### config.mk
export PLATFORM = sky130hd
export DESIGN_NAME = glyph_2bpp_rasterizer
export DESIGN_NICKNAME = d
export VERILOG_FILES = /design/src/rtl/core/gtr_pkg.sv /design/src/rtl/core/glyph_2bpp_rasterizer.sv /design/src/rtl/core/gtr_regs.sv /design/src/rtl/core/gtr_front.sv /design/src/rtl/core/gtr_fifo.sv /design/src/rtl/core/gtr_back.sv
export SDC_FILE = /design/constraint.sdc
export NUM_CORES = 1
export LEC_CHECK = 0
export BUFFER_PORTS_ARGS = -buffer_cell sky130_fd_sc_hd__buf_2
export CORE_MARGIN = 8
export CORE_UTILIZATION = 35
export CTS_CLUSTER_DIAMETER = 120
export DETAILED_ROUTE_END_ITERATION = 7
export GPL_TIMING_DRIVEN = 0
export MAX_ROUTING_LAYER = met4
export PLACE_DENSITY = 0.5
export RECOVER_POWER = 25
export SYNTH_ARGS = -nofsm -noshare
export SYNTH_HDL_FRONTEND = slang
export SYNTH_SLANG_ARGS = --single-unit
### constraint.sdc
create_clock -name clk -period 11.29 [get_ports clk]
set_clock_uncertainty 0.05 [all_clocks]
set_input_delay 2.258 -clock clk [delete_from_list [all_inputs] [get_ports clk]]
set_output_delay 2.258 -clock clk [all_outputs]
set_load 0.01 [all_outputs]
### src/rtl/core/gtr_pkg.sv
`timescale 1ns / 1ps

package gtr_pkg;

	localparam int SCREEN_WIDTH  = 320;
	localparam int SCREEN_HEIGHT = 200;

	localparam logic [15:0] SCREEN_W16 = 16'(SCREEN_WIDTH);
	localparam logic [15:0] SCREEN_H16 = 16'(SCREEN_HEIGHT);

	localparam logic [7:0] INK_SKIP = 8'hFF;

	localparam int PIX_PER_BYTE = 4;

	// job queue between front and back; depth is a power of two
	localparam int QUEUE_DEPTH = 4;
	localparam int QPTR_W      = $clog2(QUEUE_DEPTH);

	localparam int CFG_ADDR_W = 5;

	typedef enum logic [2:0] {
		REG_PEN_X       = 3'd0,
		REG_PEN_Y       = 3'd1,
		REG_ROW_PIXELS  = 3'd2,
		REG_CELL_HEIGHT = 3'd3,
		REG_INK_LEVEL0  = 3'd4,
		REG_INK_LEVEL1  = 3'd5,
		REG_INK_LEVEL2  = 3'd6,
		REG_INK_LEVEL3  = 3'd7
	} reg_idx_t;

	typedef struct packed {
		logic [15:0]                     pen_x;
		logic [15:0]                     pen_y;
		logic [7:0]                      row_pixels;
		logic [7:0]                      cell_height;
		logic [PIX_PER_BYTE-1:0][7:0]    ink;
	} cfg_t;

	// one classified byte: base address of its leftmost pixel, which pixels
	// get written, and the colour of each
	typedef struct packed {
		logic [15:0]                     addr0;
		logic [PIX_PER_BYTE-1:0]         mask;
		logic [PIX_PER_BYTE-1:0][7:0]    colour;
	} job_t;

endpackage

### src/rtl/core/glyph_2bpp_rasterizer.sv
`timescale 1ns / 1ps

// Glyph rasterizer for 2-bit-per-pixel bitmaps. Feed the glyph one bitmap
// byte per beat in row order (ceil(width/4) bytes per row, leftmost pixel in
// bits 7..6) and set tuser on the first byte of a glyph to restart the row and
// byte counters. Each byte yields zero to four framebuffer writes, left to
// right, as address (row * 320 + column, wrapped to 16 bits) and colour, with
// tlast on the final write of that byte. A byte that writes nothing gives no
// beat at all. Ink 0xFF leaves a pixel alone; padding columns, rows at or past
// cell_height and pixels off the 320x200 screen are dropped; width zero draws
// nothing and leaves the counters alone (a start flag still clears them). The
// front end takes one byte per cycle unless the job queue is full, registers
// it in stage 1 and makes a job of it there; a four-entry job queue decouples
// it from the back end, which issues at most one write per cycle and stalls
// while the output is not ready. A byte gives 1 to 4 writes (none when empty),
// and that single write port sets the sustained rate; a write passes stage 1,
// the job queue, the back end's job register and its output register. Program
// the registers over APB (byte address 4*index) only while the block is idle.

module glyph_2bpp_rasterizer (
	input  logic        clk,
	input  logic        arst_n,
	// configuration
	input  logic        psel,
	input  logic        penable,
	input  logic        pwrite,
	input  logic [4:0]  paddr,
	input  logic [31:0] pwdata,
	output logic [31:0] prdata,
	output logic        pready,
	// bitmap in
	input  logic        s_axis_tvalid,
	output logic        s_axis_tready,
	input  logic [7:0]  s_axis_tdata,   // [7:0] bitmap_byte
	input  logic [0:0]  s_axis_tuser,   // [0] glyph_start
	// framebuffer writes out
	output logic        m_axis_tvalid,
	input  logic        m_axis_tready,
	output logic [23:0] m_axis_tdata,   // [15:0] pixel_address, [23:16] pixel_colour
	output logic        m_axis_tlast    // last_write
);
	import gtr_pkg::*;

	cfg_t        cfg;
	job_t        push_job;
	job_t        head_job;
	logic        push;
	logic        q_full;
	logic        pop;
	logic        q_valid;
	logic [15:0] pix_addr;
	logic [7:0]  pix_colour;

	gtr_regs u_regs (
		.clk     (clk),
		.arst_n  (arst_n),
		.psel    (psel),
		.penable (penable),
		.pwrite  (pwrite),
		.paddr   (paddr),
		.pwdata  (pwdata),
		.prdata  (prdata),
		.pready  (pready),
		.cfg     (cfg)
	);

	// front: counters, bounds and ink lookup per byte
	gtr_front u_front (
		.clk      (clk),
		.arst_n   (arst_n),
		.cfg      (cfg),
		.in_valid (s_axis_tvalid),
		.in_ready (s_axis_tready),
		.in_byte  (s_axis_tdata),
		.in_start (s_axis_tuser[0]),
		.push     (push),
		.job      (push_job),
		.q_full   (q_full)
	);

	gtr_fifo u_queue (
		.clk       (clk),
		.arst_n    (arst_n),
		.push      (push),
		.din       (push_job),
		.full      (q_full),
		.pop       (pop),
		.dout      (head_job),
		.not_empty (q_valid)
	);

	// back: at most one write beat per cycle, held while the output is not ready
	gtr_back u_back (
		.clk        (clk),
		.arst_n     (arst_n),
		.q_valid    (q_valid),
		.q_job      (head_job),
		.pop        (pop),
		.out_valid  (m_axis_tvalid),
		.out_ready  (m_axis_tready),
		.out_addr   (pix_addr),
		.out_colour (pix_colour),
		.out_last   (m_axis_tlast)
	);

	assign m_axis_tdata = {pix_colour, pix_addr};

endmodule

### src/rtl/core/gtr_regs.sv
`timescale 1ns / 1ps

module gtr_regs (
	input  logic                           clk,
	input  logic                           arst_n,
	input  logic                           psel,
	input  logic                           penable,
	input  logic                           pwrite,
	input  logic [gtr_pkg::CFG_ADDR_W-1:0] paddr,
	input  logic [31:0]                    pwdata,
	output logic [31:0]                    prdata,
	output logic                           pready,
	output gtr_pkg::cfg_t                  cfg
);
	import gtr_pkg::*;

	cfg_t     cfg_q;
	reg_idx_t idx;
	logic     wr_en;

	assign idx    = reg_idx_t'(paddr[CFG_ADDR_W-1:2]);
	assign pready = 1'b1;
	assign wr_en  = psel && penable && pwrite && pready;
	assign cfg    = cfg_q;

	always_ff @(posedge clk or negedge arst_n) begin
		if (!arst_n) begin
			cfg_q.pen_x       <= '0;
			cfg_q.pen_y       <= '0;
			cfg_q.row_pixels  <= '0;
			cfg_q.cell_height <= '0;
			cfg_q.ink         <= {PIX_PER_BYTE{INK_SKIP}};
		end else if (wr_en) begin
			case (idx)
				REG_PEN_X:       cfg_q.pen_x       <= pwdata[15:0];
				REG_PEN_Y:       cfg_q.pen_y       <= pwdata[15:0];
				REG_ROW_PIXELS:  cfg_q.row_pixels  <= pwdata[7:0];
				REG_CELL_HEIGHT: cfg_q.cell_height <= pwdata[7:0];
				REG_INK_LEVEL0:  cfg_q.ink[0]      <= pwdata[7:0];
				REG_INK_LEVEL1:  cfg_q.ink[1]      <= pwdata[7:0];
				REG_INK_LEVEL2:  cfg_q.ink[2]      <= pwdata[7:0];
				REG_INK_LEVEL3:  cfg_q.ink[3]      <= pwdata[7:0];
				default: ;
			endcase
		end
	end

	always_comb begin
		case (idx)
			REG_PEN_X:       prdata = {16'd0, cfg_q.pen_x};
			REG_PEN_Y:       prdata = {16'd0, cfg_q.pen_y};
			REG_ROW_PIXELS:  prdata = {24'd0, cfg_q.row_pixels};
			REG_CELL_HEIGHT: prdata = {24'd0, cfg_q.cell_height};
			REG_INK_LEVEL0:  prdata = {24'd0, cfg_q.ink[0]};
			REG_INK_LEVEL1:  prdata = {24'd0, cfg_q.ink[1]};
			REG_INK_LEVEL2:  prdata = {24'd0, cfg_q.ink[2]};
			REG_INK_LEVEL3:  prdata = {24'd0, cfg_q.ink[3]};
			default:         prdata = '0;
		endcase
	end

endmodule

### src/rtl/core/gtr_front.sv
`timescale 1ns / 1ps

module gtr_front (
	input  logic          clk,
	input  logic          arst_n,
	input  gtr_pkg::cfg_t cfg,
	input  logic          in_valid,
	output logic          in_ready,
	input  logic [7:0]    in_byte,
	input  logic          in_start,
	output logic          push,
	output gtr_pkg::job_t job,
	input  logic          q_full
);
	import gtr_pkg::*;

	// walk state
	logic [5:0]  bir_q;
	logic [7:0]  row_q;

	// stage 1: accepted byte with its position resolved
	logic        valid_s1;
	logic [7:0]  bits_s1;
	logic [5:0]  bir_s1;
	logic [7:0]  row_s1;
	logic [16:0] dy_s1;
	logic [16:0] dx0_s1;

	logic        accept;
	logic [5:0]  bir_eff;
	logic [7:0]  row_eff;
	logic [6:0]  stride;
	logic [8:0]  w_plus3;
	logic        row_wrap;
	logic [5:0]  bir_nxt;
	logic [7:0]  row_nxt;

	logic                     row_ok;
	logic [PIX_PER_BYTE-1:0]  mask;
	logic [PIX_PER_BYTE-1:0][7:0] colour;
	logic [8:0]               col;
	logic [16:0]              dxk;
	logic [1:0]               lvl;
	logic [15:0]              row_base;

	assign accept = in_valid && in_ready;

	always_comb begin
		bir_eff  = in_start ? 6'd0 : bir_q;
		row_eff  = in_start ? 8'd0 : row_q;
		// bytes per row = ceil(width / 4)
		w_plus3  = {1'b0, cfg.row_pixels} + 9'd3;
		stride   = w_plus3[8:2];
		row_wrap = ({1'b0, bir_eff} + 7'd1) >= stride;
		if (cfg.row_pixels == 8'd0) begin
			bir_nxt = bir_eff;
			row_nxt = row_eff;
		end else if (row_wrap) begin
			bir_nxt = 6'd0;
			row_nxt = (row_eff == 8'hFF) ? row_eff : row_eff + 8'd1;
		end else begin
			bir_nxt = bir_eff + 6'd1;
			row_nxt = row_eff;
		end
	end

	always_ff @(posedge clk or negedge arst_n) begin
		if (!arst_n) begin
			bir_q <= '0;
			row_q <= '0;
		end else if (accept) begin
			bir_q <= bir_nxt;
			row_q <= row_nxt;
		end
	end

	always_ff @(posedge clk or negedge arst_n) begin
		if (!arst_n) begin
			valid_s1 <= 1'b0;
		end else if (in_ready) begin
			valid_s1 <= accept && (cfg.row_pixels != 8'd0);
		end
	end

	always_ff @(posedge clk) begin
		if (accept) begin
			bits_s1 <= in_byte;
			bir_s1  <= bir_eff;
			row_s1  <= row_eff;
			dy_s1   <= {cfg.pen_y[15], cfg.pen_y} + {9'd0, row_eff};
			dx0_s1  <= {cfg.pen_x[15], cfg.pen_x} + {9'd0, bir_eff, 2'b00};
		end
	end

	// classify the four pixels of the stage-1 byte
	always_comb begin
		row_ok = (row_s1 < cfg.cell_height) && !dy_s1[16] && (dy_s1[15:0] < SCREEN_H16);
		mask   = '0;
		colour = '0;
		col    = '0;
		dxk    = '0;
		lvl    = '0;
		for (int k = 0; k < PIX_PER_BYTE; k++) begin
			col       = {1'b0, bir_s1, 2'b00} + 9'(k);
			dxk       = dx0_s1 + 17'(k);
			lvl       = bits_s1[7-2*k -: 2];
			colour[k] = cfg.ink[lvl];
			mask[k]   = row_ok && (col < {1'b0, cfg.row_pixels}) && !dxk[16] &&
			            (dxk[15:0] < SCREEN_W16) && (cfg.ink[lvl] != INK_SKIP);
		end
	end

	// address wraps to 16 bits
	assign row_base   = dy_s1[15:0] * SCREEN_W16;
	assign job.addr0  = row_base + dx0_s1[15:0];
	assign job.mask   = mask;
	assign job.colour = colour;

	assign push     = valid_s1 && (|mask) && !q_full;
	assign in_ready = !valid_s1 || !(|mask) || !q_full;

	a_push_has_pixels: assert property (@(posedge clk) disable iff (!arst_n)
		push |-> job.mask != '0)
		else $error("queued job with no pixels");

	a_s1_holds: assert property (@(posedge clk) disable iff (!arst_n)
		(valid_s1 && !in_ready) |=> (valid_s1 && $stable(bits_s1) && $stable(dy_s1)))
		else $error("stage 1 lost a stalled byte");

	a_start_resets: assert property (@(posedge clk) disable iff (!arst_n)
		(accept && in_start) |=> (bir_q <= 6'd1) && (row_q <= 8'd1))
		else $error("start flag did not restart walk");

endmodule

### src/rtl/core/gtr_fifo.sv
`timescale 1ns / 1ps

module gtr_fifo (
	input  logic          clk,
	input  logic          arst_n,
	input  logic          push,
	input  gtr_pkg::job_t din,
	output logic          full,
	input  logic          pop,
	output gtr_pkg::job_t dout,
	output logic          not_empty
);
	import gtr_pkg::*;

	job_t              mem_q [QUEUE_DEPTH];
	logic [QPTR_W-1:0] wr_ptr_q;
	logic [QPTR_W-1:0] rd_ptr_q;
	logic [QPTR_W:0]   count_q;

	assign full      = (count_q == (QPTR_W+1)'(QUEUE_DEPTH));
	assign not_empty = (count_q != '0);
	assign dout      = mem_q[rd_ptr_q];

	always_ff @(posedge clk) begin
		if (push) begin
			mem_q[wr_ptr_q] <= din;
		end
	end

	always_ff @(posedge clk or negedge arst_n) begin
		if (!arst_n) begin
			wr_ptr_q <= '0;
			rd_ptr_q <= '0;
			count_q  <= '0;
		end else begin
			if (push) begin
				wr_ptr_q <= wr_ptr_q + 1'b1;
			end
			if (pop) begin
				rd_ptr_q <= rd_ptr_q + 1'b1;
			end
			case ({push, pop})
				2'b10:   count_q <= count_q + 1'b1;
				2'b01:   count_q <= count_q - 1'b1;
				default: count_q <= count_q;
			endcase
		end
	end

endmodule

### src/rtl/core/gtr_back.sv
`timescale 1ns / 1ps

module gtr_back (
	input  logic          clk,
	input  logic          arst_n,
	input  logic          q_valid,
	input  gtr_pkg::job_t q_job,
	output logic          pop,
	output logic          out_valid,
	input  logic          out_ready,
	output logic [15:0]   out_addr,
	output logic [7:0]    out_colour,
	output logic          out_last
);
	import gtr_pkg::*;

	// job being drained
	logic [PIX_PER_BYTE-1:0]      mask_q;
	logic [15:0]                  addr0_q;
	logic [PIX_PER_BYTE-1:0][7:0] colour_q;

	// output register
	logic                         out_valid_q;
	logic [15:0]                  out_addr_q;
	logic [7:0]                   out_colour_q;
	logic                         out_last_q;

	logic                         out_free;
	logic                         emit;
	logic [1:0]                   pick;
	logic [PIX_PER_BYTE-1:0]      mask_after;

	assign out_free = !out_valid_q || out_ready;
	assign emit     = (|mask_q) && out_free;

	// leftmost pending pixel first
	always_comb begin
		if (mask_q[0]) begin
			pick = 2'd0;
		end else if (mask_q[1]) begin
			pick = 2'd1;
		end else if (mask_q[2]) begin
			pick = 2'd2;
		end else begin
			pick = 2'd3;
		end
		mask_after       = mask_q;
		mask_after[pick] = 1'b0;
	end

	assign pop = q_valid && ((mask_q == '0) || (emit && (mask_after == '0)));

	always_ff @(posedge clk or negedge arst_n) begin
		if (!arst_n) begin
			mask_q <= '0;
		end else if (pop) begin
			mask_q <= q_job.mask;
		end else if (emit) begin
			mask_q <= mask_after;
		end
	end

	always_ff @(posedge clk) begin
		if (pop) begin
			addr0_q  <= q_job.addr0;
			colour_q <= q_job.colour;
		end
	end

	always_ff @(posedge clk or negedge arst_n) begin
		if (!arst_n) begin
			out_valid_q <= 1'b0;
		end else if (out_free) begin
			out_valid_q <= emit;
		end
	end

	always_ff @(posedge clk) begin
		if (emit) begin
			out_addr_q   <= addr0_q + {14'd0, pick};
			out_colour_q <= colour_q[pick];
			out_last_q   <= (mask_after == '0);
		end
	end

	assign out_valid  = out_valid_q;
	assign out_addr   = out_addr_q;
	assign out_colour = out_colour_q;
	assign out_last   = out_last_q;

	a_no_skip_ink: assert property (@(posedge clk) disable iff (!arst_n)
		out_valid_q |-> out_colour_q != INK_SKIP)
		else $error("skip ink reached the output");

	a_pending_drains: assert property (@(posedge clk) disable iff (!arst_n)
		emit |=> out_valid_q)
		else $error("pending pixel not presented");

	a_last_ends_job: assert property (@(posedge clk) disable iff (!arst_n)
		(emit && (mask_after != '0)) |=> (mask_q != '0) && !out_last_q)
		else $error("beat marked last while pixels remain");

endmodule
======== Word level (Yosys, flattened, before mapping) ========
Memories as Yosys holds them, arrays and structs flattened.
Cells that the tools add are included.
word-level totals
  bits in registers ....................... 236
  latch bits .............................. 0
  bits in writable memories ............... 208
  bits in read-only memories .............. 0
  bits of input ports ..................... 53
  output and inout port bits .............. 60
  logic and storage cells ................. 170
  memories kept ........................... 1
memory list
  memory         depth  bits a word  read ports  clocked after Yosys merged registers in  write ports  RTL line        text
  u_queue.mem_q  4      52           1           0                                        1            gtr_fifo.sv:15  job_t mem_q [QUEUE_DEPTH];
cells by class
  add/subtract/negate cells ............... 18
  multiply operators ...................... 1
  divide/modulo/power cells ............... 0
  order comparisons ....................... 17
  eq/ne operators ......................... 15
  shift-type cells ........................ 0
  mux-type cells .......................... 28
  bitwise logic cells ..................... 2
  reductions and logical operators ........ 59
operator list
  kind                   count
  $pmux 32 s8            1
  $bmux 8 s2             5
  $mux 8                 9
  $lt 16x9->1 const B    4
  $add 16x9->17          2
  $add 17x2->17 const B  2
  $ne 8x8->1 const B     4
  $logic_and 1x1->1      28
  $add 8x2->9 const B    3
  $lt 9x8->1             3
  $mux 6                 3
  $add 17x1->17 const B  1
  $add 16x16->16         1
  $add 16x2->16          1
  $lt 16x8->1 const B    1
  $lt 8x8->1             2
  $mul 16x3->10 const B  1
  $reduce_and 2->1       8
  $eq 3x3->1 const B     5
  $lt 2x3->1 const B     5
  $add 8x1->9 const B    1
  $logic_not 1->1        9
  $add 8x1->8 const B    1
  $eq 8x8->1 const B     1
  other kinds (26)       39

======== Longest topological paths before layout ========
  word-level depth ........................ 15
  gate-level depth with buffers ........... 16
  mapped depth without buffers ............ 16

======== By module ========
From an unflattened synthesis, not the netlist that was laid out.
unflattened totals
  cells, all modules ...................... 1385
  area total of the unflattened synthesis .. 21270.4 um^2
modules (own cells, without submodules)
  module     times used  cells an instance  area each (um^2)  sequential area each (um^2)
  gtr_fifo   1           305                7961.4            6421.2
  gtr_front  1           602                6364.9            2057.0
  gtr_regs   1           289                3920.0            2042.0
  gtr_back   1           189                3024.2            2317.2

======== Worst setup path after synthesis ========
OpenSTA, ideal clock, no wires.
  path kind ............................... in2reg
  from .................................... in m_axis_tready
  to ...................................... reg u_queue.count_q[2]
  library setup time ...................... 0.079 ns
  data arrival time ....................... 6.025 ns
  data required time ...................... 11.161 ns
  path slack .............................. 5.136 ns
  stages on the path ...................... 9
  path buffers ............................ 0
  cell sequence ........................... nand2b_1 -> a21oi_1 -> nor2_1 -> ha_1 -> inv_1 -> fa_1 -> xor2_1 -> nor2_1 -> xor2_1
on the way
  word-level cells in the longest chain between the ends .. 7
  elaborated cells on any way between the ends .. 9
  classes of those cells .................. eq/ne: 2; mux: 1; reduce/logical: 6
RTL lines
  element                                                 RTL line                     text
  from (decl)                                             glyph_2bpp_rasterizer.sv:38  input logic m_axis_tready,
  $logic_or 1x1->1 *                                      gtr_back.sv:33               assign out_free = !out_valid_q || out_ready;
  $logic_and 1x1->1 *                                     gtr_back.sv:34               assign emit = (|mask_q) && out_free;
  $logic_and 1x1->1 *                                     gtr_back.sv:51               assign pop = q_valid && ((mask_q == '0) || (emit && (mask_after == '0)));
  $logic_or 1x1->1 *                                      gtr_back.sv:51
  $logic_and 1x1->1 *                                     gtr_back.sv:51
  named net pop                                           glyph_2bpp_rasterizer.sv:49  logic pop;
  $eq 2x1->1 / $eq 2x2->1 (equally long branches)         gtr_fifo.sv:42               case ({push, pop})
  $pmux 3 s2 / $reduce_bool 2->1 (equally long branches)  --
  to (signal assigned)                                    gtr_fifo.sv:43               2'b10: count_q <= count_q + 1'b1;
  to (signal assigned)                                    gtr_fifo.sv:44               2'b01: count_q <= count_q - 1'b1;
  to (signal assigned)                                    gtr_fifo.sv:45               default: count_q <= count_q;
  to (decl)                                               gtr_fifo.sv:18               logic [QPTR_W:0] count_q;
Mark *: on every way through the listed nets, which the timed path passes. The rest lies on a longest branch.
A chain may end at the register's enable or synchronous reset.

==> impl_metrics.json <==
{
  "status": "finished with violations",
  "violations": "capacitance limit, slew limit",
  "clk_root_buffer_cell": "clkbuf_16",
  "dp_cells": 2276,
  "slew_violations": 110,
  "row_count": 89,
  "grt_overflow_total": 0,
  "gp_congestion": 0.825,
  "fin_nets": 1681,
  "syn_area_um2": 20800,
  "cp_data_arrival_time_ns": 6.75,
  "ff2ff_path_depth": 10,
  "syn_inst": 1410,
  "die_y_um": 260,
  "p_total_mw": 5.43,
  "grt_pass1_wl_mm": 77.2,
  "reg2reg_to": "u_queue.mem_q[3][2]$_DFFE_PP_",
  "tightest_slew_ns": 4.40,
  "worstPathRequired_ns": 10.88,
  "worstPathMaxFanout": 79,
  "finalCriticalPeriod_ns": 7.15,
  "start_util": 0.353,
  "max_stage_delay_ns": 3.11,
  "io_pins": 113,
  "max_slew_margin": -1.93,
  "clk_latency_ns": 0.59,
  "htreeDepth": 2,
  "dieArea_um2": 67500,
  "numPortBuffers": 75,
  "drc": 0,
  "via_per_inst": 5.14,
  "rrSetupSlack_ns": 6.55,
  "cp-start-kind": "input port",
  "seq_area_frac_synth": 0.617,
  "r2r-start": "u_regs.cfg[39]$_DFFE_PN0P_",
  "drive_gt1_frac": 0.239,
  "cp_common_cell": "clkbuf_1",
  "ys_ff_latch": 444,
  "hold_violations": 0,
  "place_area_um2": 22300,
  "fillerInstances": 5385,
  "coreArea_um2": 58900,
  "multi_input_area_um2": 7400,
  "antenna_cells": 0,
  "wirelength_mm": 50.2,
  "setup_viol": 0,
  "worstSetupPathType": "in -> async",
  "ys.flop_type": "edfxtp_1",
  "cts_inserted_buffers": 50,
  "first_iter_violations": 644,
  "finalSetupTns_ns": 0,
  "slowest_stage": "clkbuf_1",
  "finalInstanceArea_um2": 24000,
  "critical-path-top-delay-family": "buffers and inverters",
  "grt_pass1_vias": 12700,
  "synthArstFlopShare": 0.241,
  "ff_latch_area_um2": 12800,
  "num_vias": 12200,
  "p_leak_nw": 8.83,
  "syn_avg_cell_area_um2": 14.8,
  "whs_path_depth": 1,
  "antenna_left": 0,
  "fin_cells": 2366,
  "mostFrequentLayoutCell": "edfxtp_1",
  "hold_start": "u_front.row_q[3]$_DFFE_PN0P_",
  "cts_resized": 0,
  "synth_top_area_cell": "edfxtp_1",
  "dp_hpwl_mm": 35.8,
  "hold_path_end": "u_front.row_q[3]$_DFFE_PN0P_",
  "post-cts-setup-buffers": 0,
  "fin_crit_sh": 0.634,
  "synth_top_cell_area_share": 0.486,
  "dr.pass1.iters": 5,
  "path_cells": "clkbuf_1, clkbuf_1",
  "grt_max_degree": 80,
  "clkSlewWorstSetupHoldPaths_ns": 0.06,
  "cts_hold_buf": 0,
  "hold_class": "reg -> reg",
  "routedWlPerCell_um": 21.2,
  "rsz0062_at_grt": "false",
  "max_cap_violations": 2,
  "track_usage": 0.153,
  "clk_path_buf_depth": 3,
  "yosysUniqueCellTypes": 78,
  "holdWs_ns": 0.426,
  "die_w_um": 260,
  "synth_area_leaders": "edfxtp_1 (49%), mux4_2 (9.7%), dfrtp_1 (9.0%), dfstp_2 (4.0%), ha_1 (4.0%)",
  "critPathBufInv": 2,
  "max_freq_ghz": 0.140,
  "area_delta_synth_final_pct": 15.1,
  "worstSetupEndpointType": "asynchronous set/reset pin",
  "numClockSinks": 444,
  "synth_warnings": 0,
  "ir_worst_vdd_mv": 0.120,
  "antenna_found_initial": 0,
  "power_density_nw_per_um2": 227,
  "synth_edf_count": 337,
  "final_cell_mix": "edfxtp_1 (337), mux4_2 (90), inv_1 (82)",
  "cts_tree": "built"
}
kinds of logic (layout without fill, tap and decap cells):
kind of cell	count (synthesis)	after routing	synth area share
flip-flops	444	444	0.617
other	2	17	0.000361
multiplexers	173	173	0.141
XOR/XNOR	68	68	0.0286
AO/OA/AOI/OAI	206	206	0.0645
adder cells (fa/ha/maj)	73	73	0.0459
AND/OR/NAND/NOR	293	293	0.0711
buffers and inverters	151	319	0.0309
worst max path at each step:
stage                             start                              to  slack, ns  cells past startpoint
after floorplan           m_axis_tready  u_queue.count_q[2]$_DFFE_PN0P_       5.14                      9
after global placement    m_axis_tready  u_queue.count_q[2]$_DFFE_PN0P_       3.51                     10
after detailed placement       paddr[2]                       prdata[3]       4.27                      7
after CTS                      paddr[2]                       prdata[3]       4.26                      7
after global routing             arst_n      u_regs.cfg[52]$_DFFE_PN0P_       2.87                      2
final                            arst_n      u_regs.cfg[51]$_DFFE_PN0P_       4.14                      2
sequential cells by signal, summed over array words and instances (netlist names), 6 cells and up:
register,cells
u_queue.mem_q,208
u_regs.cfg,80
u_back.colour_q,32
u_front.dx0_s1,17
u_front.dy_s1,17
u_back.addr0_q,16
u_back.out_addr,16
u_back.out_colour,8
u_front.bits_s1,8
u_front.row_q,8
u_front.row_s1,8
u_front.bir_q,6
u_front.bir_s1,6
area by class of cell:
type | instances | area share
buffer | 67 | 0.0134
multi-input combinational | 830 | 0.309
sequential | 444 | 0.536
timing repair buffer | 79 | 0.0174
clock buffer | 67 | 0.0592
inverter | 84 | 0.0133
clock inverter | 22 | 0.0116
tap | 773 | 0.0404
power by group:
part,internal [mW],leakage (nW),switching [mW]
combinational,0.576,3.62,0.799
sequential,2.20,4.38,0.194
clock,0.996,0.833,0.662
total,3.77,8.83,1.66
metrics by stage:
stage / setup WS (ns) / utilization
2_1_floorplan: 5.14 / -
3_3_place_gp: 3.51 / 0.377
3_5_place_dp: 4.27 / 0.378
4_1_cts: 4.26 / 0.407
5_1_grt: 2.87 / 0.407
6_report: 4.14 / 0.407
cell usage after synthesis (33+ instances only):
master	n
mux2_2	67
o21ai_0	65
nand2_1	77
clkbuf_1	33
nor2_1	68
edfxtp_1	337
dfrtp_1	75
xnor2_1	47
a21oi_1	41
ha_1	66
mux4_2	90
inv_1	82
per-layer routing:
metal	vias to the layer above	part of all wire	track usage
met2	260	0.48	0.246
met4	0	0.028	0.0499
li1	5649	-	-
met5	-	0	-
met1	6178	0.45	0.199
met3	73	0.037	0.0206
(Power assumes the default switching activity.)
